## src/design/ffa_pkg.sv

```systemverilog
`default_nettype none

package ffa_pkg;

  // Default depth of the frame table.
  localparam int NUM_FRAMES_DEF = 1024;

  // Fixed field widths of the request, result and configuration ports.
  localparam int RT_W      = 2;
  localparam int PC_W      = 11;
  localparam int FI_W      = 10;
  localparam int GF_W      = 10;
  localparam int ST_W      = 2;
  localparam int CFG_W     = 11;
  localparam int CFG_IDX_W = 1;

  // Request types.
  localparam logic [RT_W-1:0] REQ_ALLOC = 2'd0;
  localparam logic [RT_W-1:0] REQ_FREE  = 2'd1;
  localparam logic [RT_W-1:0] REQ_INIT  = 2'd2;

  // Result status codes.
  localparam logic [ST_W-1:0] STAT_DONE     = 2'd0;
  localparam logic [ST_W-1:0] STAT_NOSPACE  = 2'd1;
  localparam logic [ST_W-1:0] STAT_INACTIVE = 2'd2;
  localparam logic [ST_W-1:0] STAT_RANGE    = 2'd3;

  // Configuration register indexes and reset values.
  localparam logic [CFG_IDX_W-1:0] CFG_FRAME_COUNT = 1'd0;
  localparam logic [CFG_IDX_W-1:0] CFG_RESERVED    = 1'd1;
  localparam logic [CFG_W-1:0]     FRAME_COUNT_RST = 11'd1024;
  localparam logic [CFG_W-1:0]     RESERVED_RST    = 11'd0;

  // Controller states.
  typedef enum logic [2:0] {
    S_IDLE,
    S_DISPATCH,
    S_INIT,
    S_SCAN,
    S_MARK,
    S_FREE_LEN,
    S_RELEASE,
    S_RESP
  } state_t;

  // Commands from the controller to the datapath.
  typedef struct packed {
    logic            req_load;
    logic            init_start;
    logic            init_step;
    logic            scan_start;
    logic            scan_step;
    logic            mark_step;
    logic            rel_setup;
    logic            rel_step;
    logic            pend_load;
    logic            pend_hit;
    logic [ST_W-1:0] pend_status;
    logic            resp_load;
  } cmd_t;

  // Status from the datapath to the controller.
  typedef struct packed {
    logic            active;
    logic [RT_W-1:0] req;
    logic            out_of_range;
    logic            scan_hit;
    logic            scan_miss;
    logic            ptr_done;
    logic            init_last;
  } stat_t;

endpackage

`default_nettype wire

```

## src/design/ffa_ctrl.sv

```systemverilog
`default_nettype none

module ffa_ctrl (
  input  wire logic          clk,
  input  wire logic          rst_n,
  input  wire logic          in_valid,
  output logic               in_stall,
  input  wire logic          out_stall,
  output logic               out_valid,
  output ffa_pkg::cmd_t      cmd,
  input  wire ffa_pkg::stat_t stat
);
  import ffa_pkg::*;

  state_t state_r;
  state_t state_nxt;
  logic   out_valid_r;
  logic   out_valid_nxt;

  // Next-state logic.
  always_comb begin
    state_nxt = state_r;
    case (state_r)
      S_IDLE: begin
        if (in_valid) state_nxt = S_DISPATCH;
      end
      S_DISPATCH: begin
        if (stat.req == REQ_INIT) begin
          state_nxt = S_INIT;
        end else if (!stat.active) begin
          state_nxt = S_RESP;
        end else if (stat.req == REQ_ALLOC) begin
          state_nxt = S_SCAN;
        end else if (stat.req == REQ_FREE && !stat.out_of_range) begin
          state_nxt = S_FREE_LEN;
        end else begin
          state_nxt = S_RESP;
        end
      end
      S_INIT: begin
        if (stat.init_last) state_nxt = S_RESP;
      end
      S_SCAN: begin
        if (stat.scan_hit) begin
          state_nxt = S_MARK;
        end else if (stat.scan_miss) begin
          state_nxt = S_RESP;
        end
      end
      S_MARK: begin
        if (stat.ptr_done) state_nxt = S_RESP;
      end
      S_FREE_LEN: begin
        state_nxt = S_RELEASE;
      end
      S_RELEASE: begin
        if (stat.ptr_done) state_nxt = S_RESP;
      end
      S_RESP: begin
        if (!out_valid_r || !out_stall) state_nxt = S_IDLE;
      end
      default: begin
        state_nxt = S_IDLE;
      end
    endcase
  end

  // Command outputs.
  always_comb begin
    cmd      = '0;
    in_stall = (state_r != S_IDLE);
    case (state_r)
      S_IDLE: begin
        cmd.req_load = in_valid;
      end
      S_DISPATCH: begin
        if (stat.req == REQ_INIT) begin
          cmd.init_start = 1'b1;
        end else if (!stat.active) begin
          cmd.pend_load   = 1'b1;
          cmd.pend_status = STAT_INACTIVE;
        end else if (stat.req == REQ_ALLOC) begin
          cmd.scan_start = 1'b1;
        end else if (stat.req == REQ_FREE) begin
          cmd.pend_load = 1'b1;
          if (stat.out_of_range) begin
            cmd.pend_status = STAT_RANGE;
          end else begin
            cmd.pend_status = STAT_DONE;
          end
        end else begin
          cmd.pend_load   = 1'b1;
          cmd.pend_status = STAT_DONE;
        end
      end
      S_INIT: begin
        cmd.init_step = 1'b1;
        if (stat.init_last) begin
          cmd.pend_load   = 1'b1;
          cmd.pend_status = STAT_DONE;
        end
      end
      S_SCAN: begin
        cmd.scan_step = 1'b1;
        if (stat.scan_hit) begin
          cmd.pend_load   = 1'b1;
          cmd.pend_hit    = 1'b1;
          cmd.pend_status = STAT_DONE;
        end else if (stat.scan_miss) begin
          cmd.pend_load   = 1'b1;
          cmd.pend_status = STAT_NOSPACE;
        end
      end
      S_MARK: begin
        cmd.mark_step = 1'b1;
      end
      S_FREE_LEN: begin
        cmd.rel_setup = 1'b1;
      end
      S_RELEASE: begin
        cmd.rel_step = 1'b1;
      end
      S_RESP: begin
        cmd.resp_load = !out_valid_r || !out_stall;
      end
      default: begin
        cmd = '0;
      end
    endcase
  end

  // The result register stays valid until the transaction is taken.
  assign out_valid_nxt = cmd.resp_load | (out_valid_r & out_stall);
  assign out_valid     = out_valid_r;

  always_ff @(posedge clk) begin
    if (!rst_n) begin
      state_r     <= S_IDLE;
      out_valid_r <= 1'b0;
    end else begin
      state_r     <= state_nxt;
      out_valid_r <= out_valid_nxt;
    end
  end

endmodule

`default_nettype wire

```

## config.mk

```make
export PLATFORM = sky130hd
export DESIGN_NAME = ffa_ctrl
export DESIGN_NICKNAME = d
export VERILOG_FILES = /design/src/design/ffa_pkg.sv /design/src/design/ffa_ctrl.sv
export SDC_FILE = /design/constraint.sdc
export NUM_CORES = 1
export LEC_CHECK = 0
export BUFFER_PORTS_ARGS = -buffer_cell sky130_fd_sc_hd__buf_2
export CAP_MARGIN = 20
export CELL_PAD_IN_SITES_DETAIL_PLACEMENT = 0
export CELL_PAD_IN_SITES_GLOBAL_PLACEMENT = 2
export CORE_MARGIN = 5
export CORE_UTILIZATION = 22
export CTS_BUF_LIST = sky130_fd_sc_hd__clkbuf_4 sky130_fd_sc_hd__clkbuf_8
export CTS_CLUSTER_SIZE = 10
export DETAILED_ROUTE_END_ITERATION = 10
export PLACE_DENSITY_LB_ADDON = 0.1
export SLEW_MARGIN = 20
export SYNTH_ARGS = -nofsm -noshare
export SYNTH_HDL_FRONTEND = slang
export SYNTH_SLANG_ARGS = --single-unit
```

## constraint.sdc

```tcl
create_clock -name clk -period 4.7 [get_ports clk]
set_input_delay 0 -clock clk [delete_from_list [all_inputs] [get_ports clk]]
set_output_delay 0 -clock clk [all_outputs]
set_load 0.1 [all_outputs]
```

==> metrics.csv <==
metric;value;unit
cp_slowest_cell;dfxtp_1;
vias;546;
crit_path_end_kind;flip-flop;
antenna_violating_nets_post_route;0;
layout_cell_share_with_drive_strength_beyond_1;35.6;%
post_synth_arst_share;0;%
grt_remaining_overflow;0;
timing.critical_path.required;4.85;ns
cell_variety_after_synth;30;
die_outline_area;0.00298;mm²
ff2ff_setup_slack;2.82;ns
syn_to_final_growth;37.1;%
clock-sinks;4;
number_of_buffers_added_by_the_clock_tree_synthesis_step;3;
timing.max_slew.rel_slack;65.5;%
cts_root_buf;clkbuf_4;
number_of_enable_flip_flop_cells_after_synthesis;0;
placement.io_buffers;26;
fp.dieH;54.6;µm
fin_setup_tns;0;ns
post-dp-hpwl;1090;µm
critical_path.max_fanout;14;
hold_path.class;primary input to flip-flop;
grt_pass1_wl;2080;µm
drc;0;
tightestPinTransition;0.517;ns
detail_route.vias_per_cell;4.67;
detail_route.wl_per_cell;11.5;µm
synth_seq_area_share;18.3;%
max-cap-violations;0;
cts_hold_buffers;0;
finalWirelength;1350;µm
clock_skew;0.00318;ns
antenna_found_initial;0;
cp_data_arrival_time;2.03;ns
synth_top_cell_area_share;18.3;%
final_slew_viol_count;0;
finalWorstSetupSlack;2.82;ns
outcome;finished clean;
synth.ff_latch_count;4;
row_cnt;16;
first_global_vias;487;
clk_latency;0.23;ns
cts_setup_buffers;0;
synth_area_leaders;dfxtp_1 18%, a21oi_1 8.0%, nand2b_1 5.7%;
post_cts_resize_count;0;
core-area;0.00192;mm²
place_worst_setup_slack;2.85;ns
f_max;533;MHz
clk_pin_slew;0.04;ns
syn-mean-instance-area;6.74;µm²
n_fill_cell;241;
grt_start_max_net_pins;19;
grt_usage;9.64;%
number_of_antenna_cells_inserted;0;
final_stage_net_count;104;
synthesis.yosys.warnings;0;
syn_area;438;µm²
clock_tree.buffer_depth;2;
yosys.area.top_type;dfxtp_1;
ys.flop_type;dfxtp_1;
floorplan.io_pins;27;
initial_core_util;22.8;%
cp_slowest_stage_delay;0.57;ns
globalplace.congestion;0.695;
dr.first_iter.drc_count;5;
worstPathCellList;and3b_4, a221o_1, or3_1, a211oi_2;
min_period;1.88;ns
total_area_of_multi_input_combinational_cells;308;µm²
area_taken_by_flip_flops_and_latches;80.1;µm²
maximum_level_of_the_cts_h_tree;1;
critPathLaunchType;flip-flop;
grt_setup_unrepaired;no;
drtPass1Iterations;4;
critical_path_class;flip-flop to flip-flop;
die_x;54.6;µm
setup_viol;0;
syn_nets;77;
hold_viol;0;
finalCritPeriodShare;39.9;%
synthCells;65;
tritoncts;built;
-- kinds of logic (layout without fill, tap and decap cells) --
logic type | Yosys count | in the layout | share of synthesized area [%]
AND/OR/NAND/NOR | 30 | 30 | 38.0
AO/OA/AOI/OAI | 20 | 20 | 32.3
flip-flops | 4 | 4 | 18.3
buffers and inverters | 11 | 36 | 11.4
-- stage by stage --
| stage | instance area (µm²) | std cells | hold WS [ns] | utilization [%] |
|---|---|---|---|---|
| after floorplan | 438 | 65 | 0.131 | - |
| after global placement | 578 | 114 | 0.266 | 30.1 |
| after detailed placement | 578 | 114 | 0.266 | 30.1 |
| after CTS | 601 | 117 | 0.0161 | 31.3 |
| after global routing | 601 | 117 | 0.0306 | 31.3 |
| final | 601 | 117 | 0.0236 | 31.3 |
-- layout make-up --
type                    instances  share of cell area [%]
well taps                      27                    5.63
inverters                       7                    4.38
multi-input cells              50                    51.2
flip-flops and latches          4                    13.3
clock buffers                   3                    3.75
repair buffers                 26                    21.7
-- sequential cells by signal, indices dropped and copies added, names as in the netlist --
name	count
out_valid	1
state_r	3
-- critical path: cells and delay by family, from the launching register on --
family             cells  cell delay (ns)
AOI/OAI and AO/OA      2             0.58
DFF                    1             0.57
and+or+nand+nor        2             0.65
-- cell usage after synthesis (2+ instances only) --
cell      number
o21ai_0        2
nor3b_1        3
and2_1         2
or3_1          2
nor3_1         4
dfxtp_1        4
o21bai_1       2
a21oi_1        7
nand2_1        5
inv_1          6
nor2_1         4
nand3_1        3
nand2b_1       4
-- placed cells by master (no fill, tap or decap), types with 2 or more instances in the layout --
cell and instances:
nor3b_1 3, nor2_1 4, nand2_1 5, o21bai_1 2
nand2b_1 4, and2_1 2, buf_2 26, clkbuf_4 3
inv_1 6, dfxtp_1 4, nand3_1 3, nor3_1 4
or3_1 2, a21oi_1 7, o21ai_0 2
-- layer usage --
metal / track usage, % / routed length, µm / vias up
li1: - / - / 286
met1: 10.8 / 576 / 250
met2: 16.3 / 679 / 10
met3: 1.91 / 91 / 0
met4: 6.22 / 0 / 0
met5: 0 / 0 / -
-- path summary, 6_finish.rpt --
kind,startpoint,end,cells past startpoint
max,state_r[2],state_r[2],4
min,rst_n,state_r[0],2
min reg2reg,out_valid,out_valid,2
max reg2reg,state_r[2],state_r[2],4
Power is not shown: default switching activity piles up to over one toggle a cycle in this logic, so the estimate is an artifact.
